File: config.mk
export PLATFORM = sky130hd
export DESIGN_NAME = html_entity_decoder
export DESIGN_NICKNAME = d
export VERILOG_FILES = /design/src/rtl/hed_pkg.sv /design/src/rtl/html_entity_decoder.sv /design/src/rtl/hed_tracker.sv /design/src/rtl/hed_encoder.sv
export SDC_FILE = /design/constraint.sdc
export NUM_CORES = 1
export LEC_CHECK = 0
export CORE_ASPECT_RATIO = 0.9
export CORE_MARGIN = 4
export CORE_UTILIZATION = 65
export CTS_CLUSTER_DIAMETER = 40
export DETAILED_ROUTE_END_ITERATION = 8
export DONT_BUFFER_PORTS = 1
export PLACE_DENSITY = 0.79
export SYNTH_ARGS = -nofsm -noshare
export SYNTH_HDL_FRONTEND = slang
export SYNTH_SLANG_ARGS = --single-unit
File: constraint.sdc
create_clock -name clk -period 5.6 [get_ports clk]
set_input_delay 0.84 -clock clk [delete_from_list [all_inputs] [get_ports clk]]
set_output_delay 0.84 -clock clk [all_outputs]
set_load 0.1 [all_outputs]
File: src/rtl/hed_pkg.sv
// Shared constants and types for the HTML entity decoder.
`timescale 1ns / 1ps
`default_nettype none

package hed_pkg;

    localparam int NAME_COUNT   = 6;
    localparam int NAME_MAX_LEN = 6;
    localparam int NAME_IDX_W   = 3;
    localparam int POS_W        = 4;
    localparam int DIGIT_W      = 3;
    localparam int CODE_W       = 24;
    localparam int CP_W         = 21;
    localparam int COUNT_W      = 3;

    localparam logic [POS_W-1:0]   POS_MAX       = 4'd11;
    localparam logic [DIGIT_W-1:0] DEC_LIMIT     = 3'd7;
    localparam logic [DIGIT_W-1:0] HEX_LIMIT     = 3'd6;
    localparam logic [NAME_COUNT-1:0] CAND_ALL   = 6'b111111;

    localparam logic [7:0] CH_AMP   = 8'h26;
    localparam logic [7:0] CH_HASH  = 8'h23;
    localparam logic [7:0] CH_SEMI  = 8'h3B;
    localparam logic [7:0] CH_LOW_X = 8'h78;
    localparam logic [7:0] CH_UP_X  = 8'h58;

    // Name order: lt, gt, amp, quot, apos, nbsp. Unused slots are never compared.
    localparam logic [7:0] NAME_TEXT [NAME_COUNT][NAME_MAX_LEN] = '{
        '{8'h26, 8'h6C, 8'h74, 8'h3B, 8'h00, 8'h00},
        '{8'h26, 8'h67, 8'h74, 8'h3B, 8'h00, 8'h00},
        '{8'h26, 8'h61, 8'h6D, 8'h70, 8'h3B, 8'h00},
        '{8'h26, 8'h71, 8'h75, 8'h6F, 8'h74, 8'h3B},
        '{8'h26, 8'h61, 8'h70, 8'h6F, 8'h73, 8'h3B},
        '{8'h26, 8'h6E, 8'h62, 8'h73, 8'h70, 8'h3B}
    };

    localparam logic [POS_W-1:0] NAME_LEN [NAME_COUNT] = '{
        4'd4, 4'd4, 4'd5, 4'd6, 4'd6, 4'd6
    };

    localparam logic [COUNT_W-1:0] NAME_OUT_LEN [NAME_COUNT] = '{
        3'd1, 3'd1, 3'd1, 3'd1, 3'd1, 3'd2
    };

    localparam logic [7:0] NAME_OUT [NAME_COUNT][2] = '{
        '{8'h3C, 8'h00},
        '{8'h3E, 8'h00},
        '{8'h26, 8'h00},
        '{8'h22, 8'h00},
        '{8'h27, 8'h00},
        '{8'hC2, 8'hA0}
    };

    typedef struct packed {
        logic                  name_hit;
        logic [NAME_IDX_W-1:0] name_sel;
        logic                  num_ok;
        logic [CP_W-1:0]       code_point;
    } hed_decision_t;

    typedef struct packed {
        logic               valid;
        logic [COUNT_W-1:0] count;
        logic [3:0][7:0]    bytes;
    } hed_result_t;

endpackage

`default_nettype wire

File: src/rtl/html_entity_decoder.sv
// Top level of the HTML entity decoder: input stage, tracker, encoder, result register.
//
//   channel   signals                                 transaction
//   char      char_valid/char_ready, char_byte,       one entity byte
//             is_final
//   res       res_valid/res_ready, valid_res,         one decoded entity
//             byte_count, utf8_byte0..utf8_byte3
//
// One byte per cycle unless the result register stalls; a final byte loads the result.
// Per-byte work is the name compare and one digit accumulate between the input
// register and the tracker state; the final byte also passes the UTF-8 encoder.
// Asynchronous active-low reset clears the valid flags of both stages and the tracker state.
// A final byte waits in the input stage only while the result register is full and stalled.
`timescale 1ns / 1ps
`default_nettype none

module html_entity_decoder (
    input  wire logic       clk,
    input  wire logic       rst_n,
    input  wire logic       char_valid,
    output logic            char_ready,
    input  wire logic [7:0] char_byte,
    input  wire logic       is_final,
    output logic            res_valid,
    input  wire logic       res_ready,
    output logic            valid_res,
    output logic [2:0]      byte_count,
    output logic [7:0]      utf8_byte0,
    output logic [7:0]      utf8_byte1,
    output logic [7:0]      utf8_byte2,
    output logic [7:0]      utf8_byte3
);
    import hed_pkg::*;

    logic               s1_valid_reg, s1_valid_next;
    logic [7:0]         s1_byte_reg;
    logic               s1_final_reg;
    logic               res_valid_reg, res_valid_next;
    hed_result_t        res_reg;

    logic               char_accept;
    logic               out_free;
    logic               proc_fire;
    hed_decision_t      decision;
    hed_result_t        result;

    assign out_free    = !res_valid_reg || res_ready;
    assign proc_fire   = s1_valid_reg && (!s1_final_reg || out_free);
    assign char_ready  = !s1_valid_reg || proc_fire;
    assign char_accept = char_valid && char_ready;

    hed_tracker u_tracker (
        .clk       (clk),
        .rst_n     (rst_n),
        .step      (proc_fire),
        .char_byte (s1_byte_reg),
        .is_final  (s1_final_reg),
        .decision  (decision)
    );

    hed_encoder u_encoder (
        .decision (decision),
        .result   (result)
    );

    always_comb
    begin
        s1_valid_next = s1_valid_reg;
        if (char_accept)
            s1_valid_next = 1'b1;
        else if (proc_fire)
            s1_valid_next = 1'b0;

        res_valid_next = res_valid_reg;
        if (proc_fire && s1_final_reg)
            res_valid_next = 1'b1;
        else if (res_ready)
            res_valid_next = 1'b0;
    end

    always_ff @(posedge clk or negedge rst_n)
    begin
        if (!rst_n)
        begin
            s1_valid_reg  <= 1'b0;
            res_valid_reg <= 1'b0;
        end
        else
        begin
            s1_valid_reg  <= s1_valid_next;
            res_valid_reg <= res_valid_next;
        end
    end

    always_ff @(posedge clk)
    begin
        if (char_accept)
        begin
            s1_byte_reg  <= char_byte;
            s1_final_reg <= is_final;
        end
        if (proc_fire && s1_final_reg)
            res_reg <= result;
    end

    assign res_valid  = res_valid_reg;
    assign valid_res  = res_reg.valid;
    assign byte_count = res_reg.count;
    assign utf8_byte0 = res_reg.bytes[0];
    assign utf8_byte1 = res_reg.bytes[1];
    assign utf8_byte2 = res_reg.bytes[2];
    assign utf8_byte3 = res_reg.bytes[3];

    a_final_loads: assert property (@(posedge clk) disable iff (!rst_n)
        proc_fire && s1_final_reg |=> res_valid_reg)
        else $error("final byte processed without a result");

    a_stall_cause: assert property (@(posedge clk) disable iff (!rst_n)
        !char_ready |-> s1_valid_reg && s1_final_reg && res_valid_reg && !res_ready)
        else $error("input stalled without a blocked result");

    a_count_flag: assert property (@(posedge clk) disable iff (!rst_n)
        res_valid_reg |-> valid_res == (byte_count != 3'd0))
        else $error("valid flag disagrees with byte count");

    a_reject_zero: assert property (@(posedge clk) disable iff (!rst_n)
        res_valid_reg && !valid_res |-> utf8_byte0 == 8'd0 && utf8_byte1 == 8'd0
            && utf8_byte2 == 8'd0 && utf8_byte3 == 8'd0)
        else $error("rejected entity carries nonzero bytes");

endmodule

`default_nettype wire

File: src/rtl/hed_tracker.sv
// Per-byte tracking of name candidates and numeric reference state.
`timescale 1ns / 1ps
`default_nettype none

module hed_tracker (
    input  wire logic                  clk,
    input  wire logic                  rst_n,
    input  wire logic                  step,
    input  wire logic [7:0]            char_byte,
    input  wire logic                  is_final,
    output hed_pkg::hed_decision_t     decision
);
    import hed_pkg::*;

    logic [POS_W-1:0]      pos_reg, pos_next;
    logic [NAME_COUNT-1:0] cand_reg, cand_next;
    logic                  hex_reg, hex_next;
    logic                  ok_reg, ok_next;
    logic [DIGIT_W-1:0]    dcount_reg, dcount_next;
    logic [CODE_W-1:0]     code_reg, code_next;

    logic [NAME_COUNT-1:0] match;
    logic [NAME_COUNT-1:0] cand_upd;
    logic [NAME_COUNT-1:0] hit;
    logic                  digit_ok;
    logic [3:0]            digit_val;
    logic [DIGIT_W-1:0]    limit;
    logic [CODE_W-1:0]     code_acc;
    logic                  cp_in_range;

    always_comb
    begin
        for (int i = 0; i < NAME_COUNT; i++)
        begin
            match[i] = (pos_reg < NAME_LEN[i])
                    && (NAME_TEXT[i][pos_reg[NAME_IDX_W-1:0]] == char_byte);
            hit[i]   = cand_reg[i] && match[i] && ((pos_reg + 4'd1) == NAME_LEN[i]);
        end
        cand_upd = cand_reg & match;
    end

    // Digit decode: letters share low nibble + 9 in either case.
    always_comb
    begin
        digit_ok  = 1'b0;
        digit_val = 4'd0;
        if (char_byte inside {[8'h30:8'h39]})
        begin
            digit_ok  = 1'b1;
            digit_val = char_byte[3:0];
        end
        else if (hex_reg && (char_byte inside {[8'h41:8'h46], [8'h61:8'h66]}))
        begin
            digit_ok  = 1'b1;
            digit_val = char_byte[3:0] + 4'd9;
        end
        limit = hex_reg ? HEX_LIMIT : DEC_LIMIT;
        if (hex_reg)
            code_acc = {code_reg[CODE_W-5:0], digit_val};
        else
            code_acc = {code_reg[CODE_W-4:0], 3'b000} + {code_reg[CODE_W-2:0], 1'b0}
                     + {{(CODE_W-4){1'b0}}, digit_val};
    end

    always_comb
    begin
        pos_next    = pos_reg;
        cand_next   = cand_reg;
        hex_next    = hex_reg;
        ok_next     = ok_reg;
        dcount_next = dcount_reg;
        code_next   = code_reg;
        if (step && is_final)
        begin
            pos_next    = '0;
            cand_next   = CAND_ALL;
            hex_next    = 1'b0;
            ok_next     = 1'b1;
            dcount_next = '0;
            code_next   = '0;
        end
        else if (step)
        begin
            cand_next = cand_upd;
            if (pos_reg == 4'd0)
            begin
                if (char_byte != CH_AMP)
                    ok_next = 1'b0;
            end
            else if (pos_reg == 4'd1)
            begin
                if (char_byte != CH_HASH)
                    ok_next = 1'b0;
            end
            else if (pos_reg == 4'd2 && (char_byte == CH_LOW_X || char_byte == CH_UP_X))
                hex_next = 1'b1;
            else if (!digit_ok || dcount_reg >= limit)
                ok_next = 1'b0;
            else
            begin
                code_next   = code_acc;
                dcount_next = dcount_reg + 3'd1;
            end
            if (pos_reg < POS_MAX)
                pos_next = pos_reg + 4'd1;
        end
    end

    always_ff @(posedge clk or negedge rst_n)
    begin
        if (!rst_n)
        begin
            pos_reg    <= '0;
            cand_reg   <= CAND_ALL;
            hex_reg    <= 1'b0;
            ok_reg     <= 1'b1;
            dcount_reg <= '0;
            code_reg   <= '0;
        end
        else
        begin
            pos_reg    <= pos_next;
            cand_reg   <= cand_next;
            hex_reg    <= hex_next;
            ok_reg     <= ok_next;
            dcount_reg <= dcount_next;
            code_reg   <= code_next;
        end
    end

    // Nonzero, not a surrogate, at most 10FFFF.
    assign cp_in_range = (code_reg != '0)
                      && !(code_reg[CODE_W-1:11] == 13'h001B)
                      && (code_reg[CODE_W-1:CP_W] == '0)
                      && !(code_reg[20] && (code_reg[19:16] != 4'd0));

    always_comb
    begin
        decision            = '0;
        decision.name_hit   = |hit;
        for (int i = NAME_COUNT - 1; i >= 0; i--)
        begin
            if (hit[i])
                decision.name_sel = NAME_IDX_W'(i);
        end
        decision.num_ok     = ok_reg && (pos_reg >= 4'd3) && (char_byte == CH_SEMI)
                           && (dcount_reg != '0) && cp_in_range;
        decision.code_point = code_reg[CP_W-1:0];
    end

    a_final_clears: assert property (@(posedge clk) disable iff (!rst_n)
        step && is_final |=> pos_reg == '0 && cand_reg == CAND_ALL && ok_reg && !hex_reg)
        else $error("tracker state not cleared after final byte");

    a_hex_digits: assert property (@(posedge clk) disable iff (!rst_n)
        hex_reg |-> dcount_reg <= HEX_LIMIT)
        else $error("hex digit count beyond limit");

    a_idle_holds: assert property (@(posedge clk) disable iff (!rst_n)
        !step |=> $stable(pos_reg) && $stable(code_reg) && $stable(cand_reg))
        else $error("tracker state changed without a byte");

endmodule

`default_nettype wire

File: src/rtl/hed_encoder.sv
// Result formation: named entity bytes or UTF-8 encoding of the code point.
`timescale 1ns / 1ps
`default_nettype none

module hed_encoder (
    input  wire hed_pkg::hed_decision_t decision,
    output hed_pkg::hed_result_t        result
);
    import hed_pkg::*;

    logic [CP_W-1:0] cp;

    assign cp = decision.code_point;

    always_comb
    begin
        result = '0;
        if (decision.name_hit)
        begin
            result.valid    = 1'b1;
            result.count    = NAME_OUT_LEN[decision.name_sel];
            result.bytes[0] = NAME_OUT[decision.name_sel][0];
            result.bytes[1] = NAME_OUT[decision.name_sel][1];
        end
        else if (decision.num_ok)
        begin
            result.valid = 1'b1;
            if (cp[CP_W-1:7] == '0)
            begin
                result.count    = 3'd1;
                result.bytes[0] = {1'b0, cp[6:0]};
            end
            else if (cp[CP_W-1:11] == '0)
            begin
                result.count    = 3'd2;
                result.bytes[0] = {3'b110, cp[10:6]};
                result.bytes[1] = {2'b10, cp[5:0]};
            end
            else if (cp[CP_W-1:16] == '0)
            begin
                result.count    = 3'd3;
                result.bytes[0] = {4'b1110, cp[15:12]};
                result.bytes[1] = {2'b10, cp[11:6]};
                result.bytes[2] = {2'b10, cp[5:0]};
            end
            else
            begin
                result.count    = 3'd4;
                result.bytes[0] = {5'b11110, cp[20:18]};
                result.bytes[1] = {2'b10, cp[17:12]};
                result.bytes[2] = {2'b10, cp[11:6]};
                result.bytes[3] = {2'b10, cp[5:0]};
            end
        end
    end

endmodule

`default_nettype wire
==> impl_results.md, run 1 <==
* Mean routed wirelength per cell at just over 20 µm
* RR Endpoint: u_tracker.code_reg[22]
* Yosys warnings at 0
* GPL Wtd Cong at 0.932
* Synth area leaders: edfxtp_1 (19%), dfrtp_1 (13%), ha_1 (12%)
* Vias at between 5,000 and 6,000
* Crit-path max FO at 14
* Register area share after synthesis at 35.5%
* Core footprint at around 0.0093 mm²
* Design area at between 0.006 and 0.007 mm²
* Least-Margin Pin Slew at 1.14 ns
* Clk slew on worst S/H paths at approximately 0.09 ns
* Largest stage delay, worst path at ~0.72 ns
* CP startpoint kind: flop
* I/O pin count at 51
* Final Hold Viols at 0
* Slowest-stage cell, CP: edfxtp_1
* Cts bufs inserted at 9
* Number of antenna diodes at 0
* Post-CTS resize count at 0
* Fin. max-slew vios at 0
* FF-to-FF path depth at 18
* Antenna violations before repair at 0
* Global-route wire length before repair at 26.6 mm
* Global Route Usage Sum at between 20 and 30%
* Cell taking the most area after synthesis: edfxtp_1
* Share of layout cells above drive strength 1 at 8.21%
* Period utilization at approximately 93%
* GRT overflow at 0
* Leakage power total at 2.82 nW
* Hold WC Path Type: input pin to asynchronous set/reset pin
* WP data required at between 5 and 6 ns
* Netlist cell types at 76
* Post-layout minimum cycle time at between 5 and 6 ns
* Sink Count at 81
* Rel. slew slack at between 20% and 30%
* Hold buffer count at CTS at 0
* Crit path cell chain: inv_1 > ha_1 > a31oi_1 > a211oi_4 > nor2b_1 > o21ai_0 > o21ai_0 > ha_1 > ha_1 > fa_1 > a21o_1 > a221oi_2 > a21oi_1 > a2111oi_0 > o21ai_0 > a21oi_1 > nand4b_1 > o211ai_2
* Synth Register Bits at just over 80
* Storage cell area at between 0.002 and 0.0025 mm²
* Pwr dens at 263 mW/mm²
* Die Y at a little over 100 µm
* Fill count at about 680
* Post-DP Area at between 0.006 and 0.007 mm²
* CP Class: flop to flop
* Max reg flops at 24
* Multi-input gate area at between 0.003 and 0.004 mm²
* Async SR Flop Fraction at about 51%
* Post-Route WL at 16.3 mm
* Flop-to-flop setup slack at a little under 0.4 ns
* WP data arrival at 5.51 ns
* PortBufs at 0
* RSZ-0062 raised after global routing: false
* Initial Util at about two thirds
* Post-CTS Setup Inserts at 0
* Clk root buf: clkbuf_8
* Nets at 751
* Row count at 33
* DRC at 0
* Max frequency at 192 MHz
* Final setup vio count at 0
* Top cell type's share of synthesized area at a little under a fifth
* Most common flop cell mapped by yosys: edfxtp_1
* Synth Area per Inst at around 9.1 µm²
* CTS tree: yes
* Post-synth EDFFs at 40
* Drt initial violations at 543
* Die Area at roughly 0.011 mm²
* Mapped Cells at between 600 and 700
* Post-DRT Antenna Nets at 0
* Clk buf depth at 2
* Max Clock Skew at between 0.008 and 0.009 ns
* Largest net degree at the start of global routing at 42
* Number of max-cap violations at 0
* Vias per inst at between 6 and 7
* R2R Path Start: s1_byte_reg[0]
* Area grow syn2layout at 4.45%
* Outcome: finished clean
* Drt pass-1 iters at 5
* Synth Cell Area at roughly 0.0063 mm²
* Die W at between 100 and 150 µm
* H-tree levels at 3
* Worst VDD drop at 0.000173 V
* Setup TNS at 0 ns
* Setup crit end kind: flop
* Worst-skew pair later-pin latency at around 0.37 ns
* Number of global-route vias before repair at about 5,200
* HPWL after detailed placement at about 12 mm
==> stage by stage <==
step | hold slack [ns] | util [%] | std cells | setup WS [ns] | total power [mW]
4_1_cts | 0.135 | 70.9 | 804 | 0.477 | 1.72
6_report | 0.153 | 70.9 | 804 | 0.387 | 1.73
5_1_grt | 0.127 | 70.9 | 804 | 0.0894 | 1.81
3_5_place_dp | 0.464 | 68.6 | 788 | 0.573 | 1.26
3_3_place_gp | 0.464 | 68.6 | 788 | 0.793 | 1.25
2_1_floorplan | 0.448 | - | 695 | 1.25 | 1.15
==> routing by layer <==
layer	GRT usage, %	up-vias	wire, µm
met2	46.1	280	7380
met1	41.2	2540	7160
met3	5.73	24	1550
li1	-	2525	-
met4	8.98	0	197
met5	0	-	0
==> synthesized netlist by cell type (3+ instances only) <==
cell type   n
a21oi_1    73
nand2_1    66
ha_1       59
o21ai_0    48
nor2_1     45
edfxtp_1   40
dfrtp_1    34
xnor2_1    22
inv_1      20
nand3_1    18
o211ai_1   16
xor2_1     16
and2_1     13
clkbuf_1   13
mux2i_1    13
buf_2      12
and3_1     11
nor3_1     11
a21o_1     10
buf_4      10
nand2b_1   10
nor4_1     10
a211oi_1    8
a31oi_1     8
dfstp_2     7
nand4_1     7
or2_2       7
nor2b_1     5
or4_1       5
nand4b_1    4
o21bai_1    4
or3_1       4
a221o_1     3
a32o_1      3
o21a_1      3
o31ai_1     3
==> how the worst max path moves through the flow <==
stage	slack, ns	from	cells after the start	to
final	0.39	s1_byte_reg[0]	18	u_tracker.code_reg[22]
after global routing	0.09	s1_byte_reg[0]	16	u_tracker.code_reg[22]
after CTS	0.48	s1_byte_reg[0]	18	u_tracker.code_reg[22]
after detailed placement	0.57	s1_byte_reg[0]	18	u_tracker.code_reg[22]
after global placement	0.79	s1_byte_reg[0]	18	u_tracker.code_reg[22]
after floorplan	1.25	s1_byte_reg[0]	17	u_tracker.code_reg[22]
==> where the power goes <==
group / leakage [nW] / total, mW / switching, mW / internal [mW]
registers: 0.926 / 0.812 / 0.146 / 0.666
logic: 1.80 / 0.454 / 0.277 / 0.177
clock network: 0.100 / 0.462 / 0.247 / 0.215
total: 2.82 / 1.73 / 0.670 / 1.06
==> cell type report <==
type	count	area share, %
repair buffers	9	1.63
well taps	122	2.32
clock inverters	7	1.29
flip-flops and latches	81	34.0
clock buffers	9	1.88
multi-input cells	555	57.7
inverters	21	1.20
==> layout by cell type, fill, tap and decap left out, drive strengths merged, types with 16 or more instances in the layout <==
master  Yosys  routed
a21oi      73      73
dfrtp      34      34
edfxtp     40      40
ha         59      59
inv        20      25
nand2      66      66
nand3      18      18
nor2       45      45
o211ai     17      17
o21ai      51      51
xnor2      22      22
xor2       16      16
==> critical path: cells and delay by family (launching register included) <==
family,cells,cell delay (ns)
compound gates,11,2.61
flops,1,0.72
buf+inv,1,0.26
simple gates,2,0.32
fa+ha+maj,4,1.25
==> cells by family (layout without fill, tap and decap cells) <==
logic type               after synthesis  count (layout)  share of synthesized area, %
other                                  1               3                        0.0595
AO/OA/AOI/OAI                        205             205                          20.5
XOR/XNOR                              38              38                          5.28
adder cells (fa/ha/maj)               61              61                          12.3
flip-flops                            81              81                          35.5
multiplexers                          15              15                          2.42
AND/OR/NAND/NOR                      233             233                          19.5
buffers and inverters                 59              46                          4.47
(Power assumes the default switching activity.)
==> run 2, diff against run 1 <==
--- a/config.mk
+++ b/config.mk
@@ -5,6 +5,7 @@
 export SDC_FILE = /design/constraint.sdc
 export NUM_CORES = 1
 export LEC_CHECK = 0
+export ABC_AREA = 1
 export CORE_ASPECT_RATIO = 0.9
 export CORE_MARGIN = 4
 export CORE_UTILIZATION = 65
==> impl_results.md, run 2 <==
* Commonest non-fill, non-tap cells in the layout: nand2_1 (241), nor2_1 (111), inv_1 (96)
* Period utilization at a little under nine tenths
* Final WS setup at about 0.81 ns
* Number of global-route vias before repair at about 6,800
* Clk buf depth at 2
* Global-route wire length before repair at around 34 mm
* Fill count at ~810
* Placed cell count at 1,074
* Die Area at about 0.012 mm²
* Synth Register Bits at 81
* Clk slew on worst S/H paths at around 0.070 ns
* Design area at approximately 0.0073 mm²
* Sink Count at between 80 and 90
* Max Clock Skew at ~0.0057 ns
* CP startpoint kind: flop
* Number of antenna diodes at 0
* Async SR Flop Fraction at between 50% and 60%
* Vias at approximately 7,000
* Nets at between 1,000 and 1,500
* Synth Area in Compound Gates at between 10% and 20%
* CTS tree: yes
* CP Class: flop to flop
* Hold buffer count at CTS at 0
* WP data arrival at 5.03 ns
* Yosys warnings at 0
* Cts bufs inserted at 9
* DRC at 0
* WP data required at around 6 ns
* Die Y at between 100 and 150 µm
* Max reg flops at 24
* Post-synth EDFFs at 40
* Cell taking the most area after synthesis: edfxtp_1
* Final Hold Viols at 0
* Worst-skew pair later-pin latency at between 0.3 and 0.4 ns
* Number of max-cap violations at 0
* GRT overflow at 0
* Rel. slew slack at a little under a third
* RSZ-0062 raised after global routing: false
* Synth area leaders: edfxtp_1 (18%), nand2_1 (13%), dfrtp_1 (12%)
* Post-Route WL at 21.5 mm
* Synthesized-area fraction occupied by adder cells at a little under an eighth
* Post-DP Area at 0.00694 mm²
* Post-layout minimum cycle time at around 4.8 ns
* Netlist cell types at 49
* Vias per inst at between 6 and 7
* Post-DRT Antenna Nets at 0
* Register area share after synthesis at 32.7%
* Share of layout cells above drive strength 1 at 6.45%
* Mapped Cells at 961
* Crit-path max FO at 11
* Power, Total at between 1.5 and 2 mW
* Leakage power total at 3.71 nW
* Mean routed wirelength per cell at just under 20 µm
* Top cell type's share of synthesized area at 17.6%
* Most common flop cell mapped by yosys: edfxtp_1
* Outcome: finished clean
* Setup TNS at 0 ns
* Hold WC Path Type: input pin to asynchronous set/reset pin
* Fin. max-slew vios at 0
* Drt initial violations at about 1,000
* Clk root buf: clkbuf_16
* Antenna violations before repair at 0
* Setup crit end kind: flop
* Largest net degree at the start of global routing at between 40 and 50
* Commonest cells post-synth: nand2_1 (241), nor2_1 (111), inv_1 (96), nand3_1 (91), o21ai_0 (66)
* Global Route Usage Sum at between 30% and 40%
* Dpl ws at about 1.1 ns
* Least-Margin Pin Slew at ~1.0 ns
* Area grow syn2layout at 6.83%
* GPL Wtd Cong at between 1 and 1.5
* Post-CTS resize count at 0
* Simple-gate portion of the synthesized area at 32.7%
* Die W at around 120 µm
* Synth Area per Inst at just over 7 µm²
* Post-CTS Setup Inserts at 0
* Core footprint at just over 0.01 mm²
* Row count at 35
* Largest family of logic cells by synthesized area: simple AND/OR/NAND/NOR gates
* HPWL after detailed placement at between 15 and 20 mm
* Initial Util at 66.7%
* Final setup vio count at 0
* PortBufs at 0
* Worst VDD drop at approximately 0.00032 V
* Synth Cell Area at roughly 0.007 mm²
* Multi-input gate area at 0.00405 mm²
* I/O pin count at roughly 50
* Max frequency at approximately 210 MHz
* Post-Layout Cell Count at about 1,100
* H-tree levels at 3
* WHS at about 0.19 ns
* Proportion of synthesized area in mux cells at 0%
* Most common cell after layout, fill and taps aside: nand2_1
* Post-synthesis xor/xnor area fraction at around 1%
* Pwr dens at between 200 and 300 mW/mm²
* Storage cell area at ~0.0022 mm²
* Most frequent cell after synthesis: nand2_1
* Core Util, Final at a little under three quarters
* Drt pass-1 iters at 6
[run 2: path summary, 6_finish.rpt]
| check | startpoint | to | slack (ns) | cells after the start |
|---|---|---|---|---|
| max in group asynchronous | rst_n | u_tracker.ok_reg | 5.22 | 0 |
| worst min-delay path | rst_n | u_tracker.code_reg[0] | 0.19 | 0 |
| worst max register to register | s1_byte_reg[1] | u_tracker.code_reg[22] | 0.81 | 25 |
| min in group clk | u_tracker.ok_reg | u_tracker.ok_reg | 0.47 | 2 |
| worst min register to register | u_tracker.ok_reg | u_tracker.ok_reg | 0.47 | 2 |
| worst max-delay path | s1_byte_reg[1] | u_tracker.code_reg[22] | 0.81 | 25 |
[run 2: layout make-up]
cell class	instances	share of cell area (%)
Multi-Input combinational cell	751	55.5
Sequential cell	81	30.6
Inverter	106	5.45
Clock buffer	9	3.09
Tap cell	129	2.21
Clock inverter	7	1.82
Timing Repair Buffer	7	1.27
[run 2: cell families after synthesis]
| group | count (synthesis) |
|---|---|
| adders and majority gates | 61 |
| AOI/OAI and AO/OA | 172 |
| DFF | 81 |
| buffers and inverters | 131 |
| other | 1 |
| xor gates and xnor gates | 8 |
| and+or+nand+nor | 507 |
[run 2: routing by layer]
layer	part of all wire, %	GRT usage, %	up-vias
met4	3.2	10.1	0
met3	13	11.6	82
met2	43	53.9	582
met5	0	0	-
li1	-	-	3228
met1	40	49.4	3229
[run 2: worst max-delay path, stage by stage (launching register included)]
cell      delay [ns]
edfxtp_1        0.60
clkinv_1        0.43
ha_1            0.34
nor2_1          0.12
nor2_1          0.07
o21ai_1         0.49
nand2_1         0.16
xor2_1          0.16
inv_1           0.05
nand2_1         0.07
inv_1           0.06
ha_1            0.27
ha_1            0.28
fa_1            0.48
nand3_1         0.13
nand2_1         0.10
nand2_1         0.10
nand2_1         0.10
nand2_1         0.09
nand2_1         0.06
nand2_1         0.06
nand2_1         0.06
a21oi_1         0.15
o21ai_0         0.13
nand2_1         0.07
nand2_1         0.05
[run 2: where the power goes]
part | internal, mW | leakage, nW | switching (mW)
clock | 0.445 | 0.174 | 0.267
combinational | 0.135 | 2.60 | 0.335
sequential | 0.663 | 0.930 | 0.119
total | 1.24 | 3.71 | 0.721
==> run 3, diff against run 2 <==
--- a/config.mk
+++ b/config.mk
@@ -13,6 +13,7 @@
 export DETAILED_ROUTE_END_ITERATION = 8
 export DONT_BUFFER_PORTS = 1
 export PLACE_DENSITY = 0.79
+export RECOVER_POWER = 50
 export SYNTH_ARGS = -nofsm -noshare
 export SYNTH_HDL_FRONTEND = slang
 export SYNTH_SLANG_ARGS = --single-unit
==> impl_results.md, run 3 (synthesis gave the netlist of run 2 again) <==
* Fin. max-slew vios at 0
* Least-Margin Pin Slew at around 1.2 ns
* Max reg flops at 24
* Worst-skew pair later-pin latency at about 0.34 ns
* PortBufs at 0
* WP data required at just under 6 ns
* Pwr dens at 271 mW/mm²
* Leakage power total at approximately 3.7 nW
* CP Class: flop to flop
* Vias at around 7,200
* Core footprint at a little over 0.01 mm²
* CTS tree: yes
* Die Y at 105 µm
* Clk buf depth at 2
* Antenna violations before repair at 0
* Global Route Usage Sum at about 36%
* Global-route wire length before repair at around 34 mm
* Nets at between 1,000 and 1,500
* Max frequency at between 200 and 250 MHz
* Core Util, Final at 70.7%
* Outcome: finished clean
* Post-Route WL at 21.5 mm
* Cts bufs inserted at 9
* Rel. slew slack at 18.2%
* Post-CTS resize count at 0
* Most common cell after layout, fill and taps aside: nand2_1
* Largest net degree at the start of global routing at 42
* Setup TNS at 0 ns
* Worst VDD drop at 0.000323 V
* RSZ-0062 raised after global routing: false
* Period utilization at a little over four fifths
* Area grow syn2layout at 6.08%
* HPWL after detailed placement at between 15 and 20 mm
* Sink Count at 81
* Row count at 35
* Die W at between 100 and 150 µm
* Drt pass-1 iters at 7
* Hold buffer count at CTS at 0
* Die Area at between 0.01 and 0.015 mm²
* Commonest non-fill, non-tap cells in the layout: nand2_1 (241), nor2_1 (111), inv_1 (96)
* GRT overflow at 0
* Final WS setup at ~0.85 ns
* Number of antenna diodes at 0
* I/O pin count at 51
* Setup crit end kind: flop
* Hold WC Path Type: input pin to asynchronous set/reset pin
* Vias per inst at ~6.6
* Post-CTS Setup Inserts at 0
* Clk slew on worst S/H paths at ~0.070 ns
* Post-DRT Antenna Nets at 0
* Number of global-route vias before repair at just under 7,000
* Max Clock Skew at just over 0.006 ns
* Number of max-cap violations at 0
* WP data arrival at 4.99 ns
* Post-layout minimum cycle time at 4.75 ns
* Dpl ws at between 1 and 1.5 ns
* Share of layout cells above drive strength 1 at between 6 and 7%
* FF-to-FF path depth at 25
* Final setup vio count at 0
* CP startpoint kind: flop
* H-tree levels at 3
* Initial Util at between 60 and 70%
* Placed cell count at ~1,100
* Drt initial violations at 1,051
* GPL Wtd Cong at 1.04
* Post-Layout Cell Count at approximately 1,100
* Clk root buf: clkbuf_16
* Final Hold Viols at 0
* Crit-path max FO at 11
* DRC at 0
* Mean routed wirelength per cell at just under 20 µm
==> run 3: cell types whose count changed in the layout (fill, tap and decap cells not counted), sizes merged <==
| cell | previous run | this run |
|---|---|---|
| buf | 7 | 4 |
| clkbuf | 9 | 12 |
==> run 3: path summary, 6_finish.rpt <==
check,from,to,slack [ns]
setup reg to reg,s1_byte_reg[1],u_tracker.code_reg[22],0.85
hold reg to reg,u_tracker.ok_reg,u_tracker.ok_reg,0.47
max in group asynchronous,rst_n,u_tracker.ok_reg,5.22
setup / recovery,s1_byte_reg[1],u_tracker.code_reg[22],0.85
min in group clk,u_tracker.ok_reg,u_tracker.ok_reg,0.47
hold / removal,rst_n,u_tracker.code_reg[0],0.19
==> run 3: metal layers <==
layer	wire length, µm	track usage, %	part of all wire [%]
met1	8540	49.4	40
met2	9370	53.9	43
met3	2940	11.6	14
met4	693	10.1	3.2
met5	0	0	0
==> run 3: final cells by class <==
cell class	count	area, µm²
Multi-Input combinational cell	751	4050
Clock buffer	9	225
Timing Repair Buffer	7	41.3
Inverter	106	398
Clock inverter	7	133
Fill cell	819	3000
Tap cell	129	161
Sequential cell	81	2240
==> run 3: where the power goes <==
| part | switching, mW | leakage, nW | internal [mW] | total, mW |
|---|---|---|---|---|
| sequential | 0.119 | 0.930 | 0.663 | 0.782 |
| combinational | 0.336 | 2.58 | 0.132 | 0.467 |
| clock | 0.268 | 0.174 | 0.445 | 0.713 |
==> run 3: critical path, stage by stage (launching register included) <==
cell,delay [ns]
edfxtp_1,0.61
clkinv_1,0.42
ha_1,0.33
nor2_1,0.12
nor2_1,0.07
o21ai_1,0.49
nand2_1,0.16
xor2_1,0.16
inv_1,0.05
nand2_1,0.07
inv_1,0.05
ha_1,0.27
ha_1,0.27
fa_1,0.47
nand3_1,0.13
nand2_1,0.10
nand2_1,0.10
nand2_1,0.10
nand2_1,0.09
nand2_1,0.07
nand2_1,0.06
nand2_1,0.06
a21oi_1,0.13
o21ai_0,0.12
nand2_1,0.07
nand2_1,0.05
==> run 3: per-stage QoR <==
stage | power (mW) | area, µm² | hold slack [ns]
2_1_floorplan | 1.14 | 6840 | 0.442
3_3_place_gp | 1.23 | 6940 | 0.455
3_5_place_dp | 1.24 | 6940 | 0.461
4_1_cts | 1.94 | 7300 | 0.181
5_1_grt | 2.04 | 7250 | 0.177
6_report | 1.96 | 7250 | 0.188
